===== src/hw/rtl/rational_arithmetic_unit_core_assert.svh =====
// Assertion macros for the rational arithmetic unit
`ifndef RATIONAL_ARITHMETIC_UNIT_CORE_ASSERT_SVH
`define RATIONAL_ARITHMETIC_UNIT_CORE_ASSERT_SVH
// Implication checked on every clock edge outside reset
`define RAU_ASSERT_IMP(lbl, ante, cons) \
  lbl: assert property (@(posedge clk) disable iff (!rst_n) (ante) |-> (cons)) \
    else $error("rau check failed");
// Next-cycle implication
`define RAU_ASSERT_NXT(lbl, ante, cons) \
  lbl: assert property (@(posedge clk) disable iff (!rst_n) (ante) |=> (cons)) \
    else $error("rau check failed");
`endif


===== src/hw/rtl/rau_pkg.sv =====
//------------------------------------------------------------------------------
// rau_pkg
// Opcodes and sequencer states of the rational arithmetic unit.
//------------------------------------------------------------------------------
`timescale 1ns / 1ps
package rau_pkg;
  localparam int ResBits = 63;

  typedef enum logic [3:0] {
    OP_ADD = 4'd0, OP_SUB = 4'd1, OP_MUL = 4'd2, OP_DIV = 4'd3,
    OP_EQ  = 4'd4, OP_NE  = 4'd5, OP_GT  = 4'd6, OP_LT  = 4'd7,
    OP_GE  = 4'd8, OP_LE  = 4'd9
  } op_t;

  typedef enum logic [3:0] {
    ST_IDLE, ST_MUL1, ST_MUL2, ST_MUL3, ST_FORM, ST_GCD_DIV, ST_GCD_SWAP,
    ST_RED_NUM, ST_RED_DEN, ST_DONE
  } state_t;
endpackage


===== src/hw/rtl/rational_arithmetic_unit_core.sv =====
//------------------------------------------------------------------------------
// rational_arithmetic_unit_core
// Signed fraction add/sub/mul/div with gcd reduction, and six compares.
//------------------------------------------------------------------------------
// Accept to result: multiply steps, the form step, then done for compares and
// faults; else a gcd check (zero ends there), Euclid steps, num and den reduce.
// One request at a time; busy is high from accept until out_valid, and the
// next request is taken in the cycle after each result.
// One shared restoring divider (one quotient bit per cycle) serves gcd and reduce.
// Reset (synchronous, rst_n low) returns the sequencer to idle; no stall.
`timescale 1ns / 1ps
module rational_arithmetic_unit_core #(
  parameter int OPERAND_BITS = 31
) (
  input  logic                    clk,
  input  logic                    rst_n,
  input  logic                    start,
  output logic                    busy,
  input  logic [3:0]              in_req_type,
  input  logic [OPERAND_BITS-1:0] in_a_num,
  input  logic [OPERAND_BITS-1:0] in_a_den,
  input  logic                    in_a_neg,
  input  logic [OPERAND_BITS-1:0] in_b_num,
  input  logic [OPERAND_BITS-1:0] in_b_den,
  input  logic                    in_b_neg,
  output logic                    out_valid,
  output logic [62:0]             out_res_num,
  output logic [62:0]             out_res_den,
  output logic                    out_res_neg,
  output logic                    out_cmp_true,
  output logic                    out_error
);
  import rau_pkg::*;
  `include "rational_arithmetic_unit_core_assert.svh"

  localparam int W  = ResBits;
  localparam int PW = 2 * OPERAND_BITS;
  localparam int CW = $clog2(W + 1);

  state_t st_r, st_nxt;
  logic [3:0]              op_r;
  logic [OPERAND_BITS-1:0] an_r, ad_r, bn_r, bd_r;
  logic                    as_r, bs_r;
  logic [W-1:0]            x_r, y_r, z_r;   // products
  logic [W-1:0]            num_r, den_r, g_r, gy_r;
  logic                    neg_r, cmp_r, err_r;
  // shared divider: quotient/dividend shift register and remainder
  logic [W-1:0]            dq_r, rem_r, dv_r;
  logic [CW-1:0]           cnt_r;
  logic [OPERAND_BITS-1:0] ma, mb;
  logic [PW-1:0]           prod;
  logic [W:0]              trial;
  logic                    fault;

  // one shared multiplier, operands chosen by state
  always_comb begin
    case (st_r)
      ST_MUL1: begin ma = an_r; mb = bd_r; end
      ST_MUL2: begin ma = bn_r; mb = ad_r; end
      default: begin
        ma = ad_r;
        mb = (op_r == OP_DIV) ? bn_r : bd_r;
      end
    endcase
    if (st_r == ST_MUL1 && op_r == OP_MUL) mb = bn_r;
    prod  = ma * mb;
    trial = {rem_r, dq_r[W-1]} - {1'b0, dv_r};
  end

  assign fault = (op_r > OP_LE) || ad_r == '0 || bd_r == '0 ||
                 (op_r == OP_DIV && bn_r == '0);

  always_ff @(posedge clk) begin
    if (!rst_n) begin
      st_r <= ST_IDLE;
    end else begin
      st_r <= st_nxt;
    end
  end

  always_comb begin
    st_nxt = st_r;
    case (st_r)
      ST_IDLE:     if (start) st_nxt = ST_MUL1;
      ST_MUL1:     st_nxt = ST_MUL2;
      ST_MUL2:     st_nxt = ST_MUL3;
      ST_MUL3:     st_nxt = ST_FORM;
      ST_FORM: begin
        if (fault || op_r >= OP_EQ) st_nxt = ST_DONE;
        else st_nxt = ST_GCD_SWAP;
      end
      ST_GCD_SWAP: begin
        if (g_r == '0) st_nxt = (num_r == '0) ? ST_DONE : ST_GCD_DIV;
        else st_nxt = (gy_r == '0) ? ST_RED_NUM : ST_GCD_DIV;
      end
      ST_GCD_DIV:  if (cnt_r == CW'(W - 1)) st_nxt = ST_GCD_SWAP;
      ST_RED_NUM:  if (cnt_r == CW'(W - 1)) st_nxt = ST_RED_DEN;
      ST_RED_DEN:  if (cnt_r == CW'(W - 1)) st_nxt = ST_DONE;
      ST_DONE:     st_nxt = ST_IDLE;
      default:     st_nxt = ST_IDLE;
    endcase
  end

  always_ff @(posedge clk) begin
    case (st_r)
      ST_IDLE: begin
        op_r <= in_req_type;
        an_r <= in_a_num; ad_r <= in_a_den;
        bn_r <= in_b_num; bd_r <= in_b_den;
        as_r <= in_a_neg && in_a_num != '0;
        bs_r <= in_b_neg && in_b_num != '0;
      end
      ST_MUL1: x_r <= W'(prod);
      ST_MUL2: y_r <= W'(prod);
      ST_MUL3: z_r <= W'(prod);
      ST_FORM: begin
        cmp_r <= 1'b0;
        err_r <= fault;
        num_r <= '0;
        neg_r <= 1'b0;
        den_r <= z_r;
        if (!fault) begin
          case (op_r)
            OP_ADD, OP_SUB: begin
              logic ys;
              ys = (op_r == OP_SUB) ? (!bs_r && bn_r != '0) : bs_r;
              if (as_r == ys) begin
                num_r <= x_r + y_r; neg_r <= as_r;
              end else if (x_r >= y_r) begin
                num_r <= x_r - y_r; neg_r <= as_r;
              end else begin
                num_r <= y_r - x_r; neg_r <= ys;
              end
            end
            OP_MUL, OP_DIV: begin
              num_r <= x_r; neg_r <= as_r != bs_r;
            end
            default: begin
              logic gt, eq;
              eq = (as_r == bs_r) && x_r == y_r;
              if (as_r != bs_r) gt = bs_r;
              else gt = as_r ? (x_r < y_r) : (x_r > y_r);
              case (op_r)
                OP_EQ:   cmp_r <= eq;
                OP_NE:   cmp_r <= !eq;
                OP_GT:   cmp_r <= gt;
                OP_LT:   cmp_r <= !gt && !eq;
                OP_GE:   cmp_r <= gt || eq;
                default: cmp_r <= !gt;
              endcase
            end
          endcase
        end
      end
      ST_GCD_SWAP: begin
        // first pass seeds g=num, y=den; later passes divide g by y
        if (g_r == '0) begin
          g_r <= num_r; gy_r <= den_r;
          dq_r <= num_r; dv_r <= den_r;
        end else if (gy_r == '0) begin
          // gcd found in g_r; set up numerator reduce
          dq_r <= num_r; dv_r <= g_r;
        end else begin
          dq_r <= g_r; dv_r <= gy_r;
        end
        rem_r <= '0; cnt_r <= '0;
      end
      ST_GCD_DIV, ST_RED_NUM, ST_RED_DEN: begin
        if (!trial[W]) begin
          rem_r <= trial[W-1:0]; dq_r <= {dq_r[W-2:0], 1'b1};
        end else begin
          rem_r <= {rem_r[W-2:0], dq_r[W-1]}; dq_r <= {dq_r[W-2:0], 1'b0};
        end
        cnt_r <= cnt_r + 1'b1;
        if (cnt_r == CW'(W - 1)) begin
          cnt_r <= '0; rem_r <= '0;
          if (st_r == ST_GCD_DIV) begin
            gy_r <= trial[W] ? {rem_r[W-2:0], dq_r[W-1]} : trial[W-1:0];
            g_r  <= gy_r;
          end else if (st_r == ST_RED_NUM) begin
            num_r <= {dq_r[W-2:0], !trial[W]};
            dq_r <= den_r;
          end else begin
            den_r <= {dq_r[W-2:0], !trial[W]};
          end
        end
      end
      default: ;
    endcase
    if (st_r == ST_FORM) begin
      g_r <= '0; cnt_r <= '0;
    end
  end

  assign busy         = st_r != ST_IDLE;
  assign out_valid    = st_r == ST_DONE;
  assign out_res_num  = num_r;
  assign out_res_den  = (num_r == '0) ? W'(1) : den_r;
  assign out_res_neg  = neg_r && num_r != '0;
  assign out_cmp_true = cmp_r;
  assign out_error    = err_r;

  `RAU_ASSERT_NXT(a_start_busy, start && !busy, busy)
  `RAU_ASSERT_IMP(a_err_zero, out_valid && out_error, out_res_num == '0 && !out_cmp_true)
  `RAU_ASSERT_IMP(a_cnt_range, st_r == ST_GCD_DIV || st_r == ST_RED_NUM || st_r == ST_RED_DEN, cnt_r <= CW'(W - 1))
  `RAU_ASSERT_NXT(a_one_shot, out_valid, !out_valid)
endmodule


===== config.mk =====
export PLATFORM = sky130hd
export DESIGN_NAME = rational_arithmetic_unit_core
export DESIGN_NICKNAME = d
export VERILOG_FILES = /design/src/hw/rtl/rau_pkg.sv /design/src/hw/rtl/rational_arithmetic_unit_core.sv
export VERILOG_INCLUDE_DIRS = /design/src /design/src/hw/rtl
export SDC_FILE = /design/constraint.sdc
export NUM_CORES = 2
export LEC_CHECK = 0
export BUFFER_PORTS_ARGS = -buffer_cell sky130_fd_sc_hd__buf_2
export CORE_MARGIN = 3
export CORE_UTILIZATION = 55
export CTS_CLUSTER_SIZE = 20
export DETAILED_ROUTE_END_ITERATION = 6
export GPL_ROUTABILITY_DRIVEN = 0
export HOLD_SLACK_MARGIN = 0.08
export PLACE_DENSITY = 0.69
export SLEW_MARGIN = 0
export SYNTH_ARGS = -nofsm -noshare
export SYNTH_HDL_FRONTEND = slang
export SYNTH_SLANG_ARGS = --single-unit
export TNS_END_PERCENT = 30

===== constraint.sdc =====
create_clock -name clk -period 34.8 [get_ports clk]
set_input_delay 10.44 -clock clk [delete_from_list [all_inputs] [get_ports clk]]
set_output_delay 10.44 -clock clk [all_outputs]
set_load 0.1 [all_outputs]

### After elaboration in Yosys (flattened, before gate mapping)

Index checks and enable logic that the tools add are counted.

* register bits after elaboration: 770
* input port bits: 133
* word-level logic and storage cells: 164
* output and inout port bits: 131

* multipliers: 1
* eq/ne operators: 32
* $lt $le $gt $ge: 5
* reduce and logical (&&, ||, !) cells: 41
* $add $sub $neg: 5
* muxes and demuxes: 58

Operators by type and width (number)
* $mux W63: 25
* $pmux W63 S2: 7
* $logic_not A63 Y1: 3
* $sub A62 B62 Y63: 2
* $pmux W31 S2: 2
* $logic_not A31 Y1: 3
* $reduce_bool A31 Y1: 3
* $sub A64 B63 Y64: 1
* $add A62 B62 Y63: 1
* $reduce_bool A63 Y1: 1
* $eq A62 B62 Y1: 1
* $ge A62 B62 Y1: 1
* $gt A62 B62 Y1: 1
* $lt A62 B62 Y1: 1
* $mul A31 B31 Y62: 1
* $mux W31: 2
* $pmux W4 S9: 1
* $eq A4 B3 Y1 const B: 8
* $mux W4: 7
* $ne A2 B2 Y1 const B: 10
* $eq A4 B2 Y1 const B: 4
* $reduce_and A4 Y1: 4
* $eq A4 B4 Y1 const B: 3
* $pmux W6 S2: 1
* other kinds (22): 49

### Logic depth before layout (Yosys ltp)

* depth in word-level cells: 9
* mapped depth: 42
* gate-level depth less buffers: 38

### Least setup slack after synthesis

Ideal clock, no wire load.

* path kind: reg2out
* start point: reg st_r[1]
* end point: out busy
* required time: 24360 ps
* cell stages (with the launch flop): 5
* arrival time: 13632 ps
* slack: 10728 ps
* cells stage by stage: dfxtp_1 > or2_2 > clkbuf_1 > nor3_1 > inv_1

* longest elaborated chain between the ends: 1

RTL lines
* from (decl): RTL line rational_arithmetic_unit_core.sv:40 `state_t st_r, st_nxt;`
* from (signal assigned): RTL line rational_arithmetic_unit_core.sv:77 `st_r <= st_nxt;`
* $reduce_bool A4 Y1: RTL line rational_arithmetic_unit_core.sv:195 `assign busy = st_r != ST_IDLE;`
* to (decl): RTL line rational_arithmetic_unit_core.sv:18 `output logic busy,`

Every way passes these cells.

### Final worst setup path

* start point: reg num_r[29], in the netlist out_res_num[29]
* end point: out out_res_den[0]

* longest elaborated chain between the ends: 2

RTL lines
* from (decl): RTL line rational_arithmetic_unit_core.sv:45 `logic [W-1:0] num_r, den_r, g_r, gy_r;`
* from (signal assigned): RTL line rational_arithmetic_unit_core.sv:128 `num_r <= x_r + y_r; neg_r <= as_r;`
* from (signal assigned): RTL line rational_arithmetic_unit_core.sv:130 `num_r <= x_r - y_r; neg_r <= as_r;`
* from (signal assigned): RTL line rational_arithmetic_unit_core.sv:132 `num_r <= y_r - x_r; neg_r <= ys;`
* $logic_not A63 Y1: RTL line rational_arithmetic_unit_core.sv:198 `assign out_res_den = (num_r == '0) ? W'(1) : den_r;`
* $mux W63: RTL line rational_arithmetic_unit_core.sv:198
* to (decl): RTL line rational_arithmetic_unit_core.sv:28 `output logic [62:0] out_res_den,`

Every way passes these cells.

==> results.rst <==
.. list-table::
   :header-rows: 1

   * - Metric
     - Value
   * - Outcome
     - finished, violations left
   * - Violations in the final reports
     - DRC
   * - First drt pass iteration count
     - 7
   * - Initial cell density of the core
     - 55.8%
   * - Upper clock frequency limit
     - 70.2 MHz
   * - GRT Residual Overflow
     - 0
   * - Post-Synthesis Cell Area
     - between 70000 and 80000 sq um
   * - Count of fill cells added during filler insertion
     - 11800
   * - Area of the multi-input gates
     - 49200 sq um
   * - Post-Synthesis Mean Instance Area
     - 9.08 sq um
   * - Vias in the first global route
     - 63400
   * - Post-Route Skew
     - between 40 and 50 ps
   * - Floorplan die width
     - 381 um
   * - Most frequent cells in the layout
     - sky130_fd_sc_hd__nand2_1, sky130_fd_sc_hd__inv_1, sky130_fd_sc_hd__nor2_1, sky130_fd_sc_hd__fa_1, sky130_fd_sc_hd__edfxtp_1
   * - Clock tree from TritonCTS
     - built
   * - Starting DRT DRC Count
     - around 7700
   * - Critical path's slowest cell
     - sky130_fd_sc_hd__nor4_1
   * - Area Growth Syn to Fin
     - 7.19%
   * - Worst Min Path Start
     - cnt_r[3]
   * - Number of buffers inserted by post-CTS setup repair
     - 0
   * - Total Negative Setup Slacks
     - 0 ps
   * - Buffers plus inverters on the worst setup path
     - 2
   * - Final net count
     - 9945
   * - Most common cell after layout, fill and taps aside
     - sky130_fd_sc_hd__nand2_1
   * - Hold endpoint
     - cnt_r[3]
   * - Min-Delay Path Class
     - reg2reg
   * - Worst path top cell family by delay
     - simple AND/OR/NAND/NOR gates
   * - Post-DP HPWL
     - 197 mm
   * - Worst path setup slack after routing
     - 20550 ps
   * - First-pass GRT wire length
     - 386 mm
   * - Class of the most critical setup path
     - reg2out
   * - Worst hold-check slack
     - 485 ps
   * - Initial antenna violation count
     - 2
   * - Required time at the worst-slack endpoint
     - 24360 ps
   * - Antenna-violating nets left
     - 0
   * - Number of buffers inserted for hold repair after clock tree synthesis
     - 0
   * - Cell count of the worst reg-to-reg path
     - 33
   * - Critical path data arrival time
     - 3810 ps
   * - CTS Sinks
     - 770
   * - Clock root buffer
     - sky130_fd_sc_hd__clkbuf_16
   * - DIE HEIGHT
     - 381 um
   * - DRC Markers
     - 1
   * - Part of the Yosys area used for sequential elements
     - between 20 and 30%
   * - Number of warning messages in the yosys log
     - 0
   * - Site row count
     - 136
   * - Worst Hold Path Cells
     - 2
   * - Post-CTS resize count
     - 0
   * - Area used by sequential logic in the layout
     - 22400 sq um
   * - Setup repair after global routing missed its margin
     - no
   * - Proportion of layout cells with a drive suffix above 1
     - 6.82%
   * - Port buffer count
     - 263
   * - Core area
     - approximately 140000 sq um
   * - Routed wire per std cell
     - 24.6 um
   * - GRT Total Usage
     - between 30% and 40%
   * - Leading cell types by total area after synthesis
     - sky130_fd_sc_hd__edfxtp_1, sky130_fd_sc_hd__fa_1, sky130_fd_sc_hd__ha_1, sky130_fd_sc_hd__nand2_1, sky130_fd_sc_hd__inv_1
   * - Number of max-cap violations
     - 0
   * - Depth of the CTS H-tree
     - 3
   * - Die area
     - 145000 sq um
   * - Cell breakdown of the critical path
     - nor4_1, nand4_1, nor4_2, buf_4, or2_2, buf_2
   * - Pin count of the biggest net entering global routing
     - ~110
   * - Actual slew at the worst max-slew pin
     - 1380 ps
   * - Syn nets
     - 9981
   * - Number of top-level design ports
     - approximately 260
   * - Launching point of the worst reg2reg path
     - st_r[0]
   * - Largest fanout of any net on the critical path
     - 46
   * - Number of flops mapped to enable cells by yosys
     - 697
   * - Final-report setup violation count
     - 0
   * - Fraction of post-synthesis cell area in the top cell type by area
     - 27.1%
   * - Worst rel slew slack
     - approximately 8.3%
   * - Antenna diodes
     - 0
   * - Unique masters post-synth
     - 98
   * - Endpoint of the most critical register-to-register path
     - y_r[59]
   * - Aggregate routed wire length
     - 256 mm
   * - Primary FF master, synth
     - sky130_fd_sc_hd__edfxtp_1
   * - Number of instances in the synthesized netlist
     - 8501
   * - Post-DR vias/cell
     - a little over 6
   * - Reg-to-reg setup timing slack
     - 22310 ps
   * - Post-synthesis async set-or-reset flop share
     - 0%
   * - Nature of the critical path endpoint
     - output pin
   * - Total number of vias
     - 63900
   * - Library cell occupying the most area in the post-synthesis netlist
     - sky130_fd_sc_hd__edfxtp_1
   * - Final critical path time including I/O delays and setup
     - 14250 ps
   * - Stage delay of the slowest cell on the critical path
     - 680 ps
   * - Number of buffers added by the clock tree synthesis step
     - between 80 and 90
   * - Clock edge transition at the registers on the reported setup and hold paths
     - 60 ps
   * - Latest clock arrival within the worst-skew pair
     - 720 ps
   * - Number of hold violations in the final report
     - 0
   * - Worst setup slack after placement
     - 21130 ps
   * - Number of pins exceeding their max-slew limit in the final report
     - 0
   * - Period Utilization, post-route
     - between 40% and 50%
   * - Critical Path Start Type
     - register
   * - Flops & latches, synth
     - 770
   * - Buffer depth of the longest clock path
     - 3
[cell families after synthesis]
kind of cell	after synthesis	share of synthesized area [%]
flip-flops	770	29.0
adder cells (fa/ha/maj)	1347	30.0
AND/OR/NAND/NOR	2877	16.1
multiplexers	110	1.43
buffers and inverters	1530	7.57
XOR/XNOR	180	2.08
AO/OA/AOI/OAI	1687	13.7
[worst max path at each step]
stage | end | slack [ps] | from | depth (start not counted)
2_1_floorplan | busy | 10730 | st_r[1] | 4
6_report | out_res_den[0] | 20550 | out_res_num[29] | 6
3_5_place_dp | out_res_den[0] | 21130 | out_res_num[29] | 6
4_1_cts | out_res_den[0] | 20380 | out_res_num[29] | 6
3_3_place_gp | out_res_den[0] | 21140 | out_res_num[29] | 6
5_1_grt | out_res_den[0] | 20400 | out_res_num[29] | 6
[state kept, by name, indices dropped and copies added, names as in the netlist, 62 cells and up]
register	cells
den_r	63
dq_r	63
dv_r	63
g_r	63
gy_r	63
out_res_num	63
rem_r	63
x_r	62
y_r	62
z_r	62
[synth_stat cells (52+ instances only)]
library cell,count
sky130_fd_sc_hd__nand2_1,1149
sky130_fd_sc_hd__inv_1,1056
sky130_fd_sc_hd__nor2_1,991
sky130_fd_sc_hd__fa_1,841
sky130_fd_sc_hd__edfxtp_1,697
sky130_fd_sc_hd__a21oi_1,626
sky130_fd_sc_hd__ha_1,506
sky130_fd_sc_hd__clkbuf_1,383
sky130_fd_sc_hd__o21ai_0,316
sky130_fd_sc_hd__nor2b_1,149
sky130_fd_sc_hd__xnor2_1,130
sky130_fd_sc_hd__nand3_1,128
sky130_fd_sc_hd__a21o_1,116
sky130_fd_sc_hd__nor4_1,110
sky130_fd_sc_hd__mux2i_1,109
sky130_fd_sc_hd__a211oi_1,100
sky130_fd_sc_hd__o21bai_1,90
sky130_fd_sc_hd__nand4_1,89
sky130_fd_sc_hd__o211ai_1,89
sky130_fd_sc_hd__nor3_1,77
sky130_fd_sc_hd__dfxtp_1,73
sky130_fd_sc_hd__and2_1,60
sky130_fd_sc_hd__o21a_1,56
sky130_fd_sc_hd__buf_2,52
[final cells by class]
cell class                      instances  share of cell area (%)
Clock buffer                          104                    2.73
Clock inverter                         52                   0.690
Inverter                             1064                    4.83
Multi-Input combinational cell       6201                    59.5
Sequential cell                       770                    27.1
Tap cell                             1863                    2.82
Timing Repair Buffer                  344                    2.33
[metal layers]
layer / share of wire, % / global-route usage, % / vias to the layer above
li1: - / - / 28300
met1: 38 / 44.9 / 30700
met2: 44 / 53.8 / 3901
met3: 11 / 8.31 / 961
met4: 7.1 / 19.9 / 0
met5: 0 / 0 / -
[worst min-delay path, cell delays in order, from the launching register on]
cell                      delay, ps
sky130_fd_sc_hd__dfxtp_1        330
sky130_fd_sc_hd__nand2_1         60
sky130_fd_sc_hd__a21oi_1         50
[through the flow]
step	std cells	util, %	instance area, sq um
6_report	10400	59.8	82700
5_1_grt	10400	59.8	82700
4_1_cts	10400	59.8	82700
3_5_place_dp	10200	57.7	79900
3_3_place_gp	10200	57.7	79900
2_1_floorplan	8501	-	77200
Power is not shown: default switching activity piles up to over one toggle a cycle in this logic, so the estimate is an artifact.
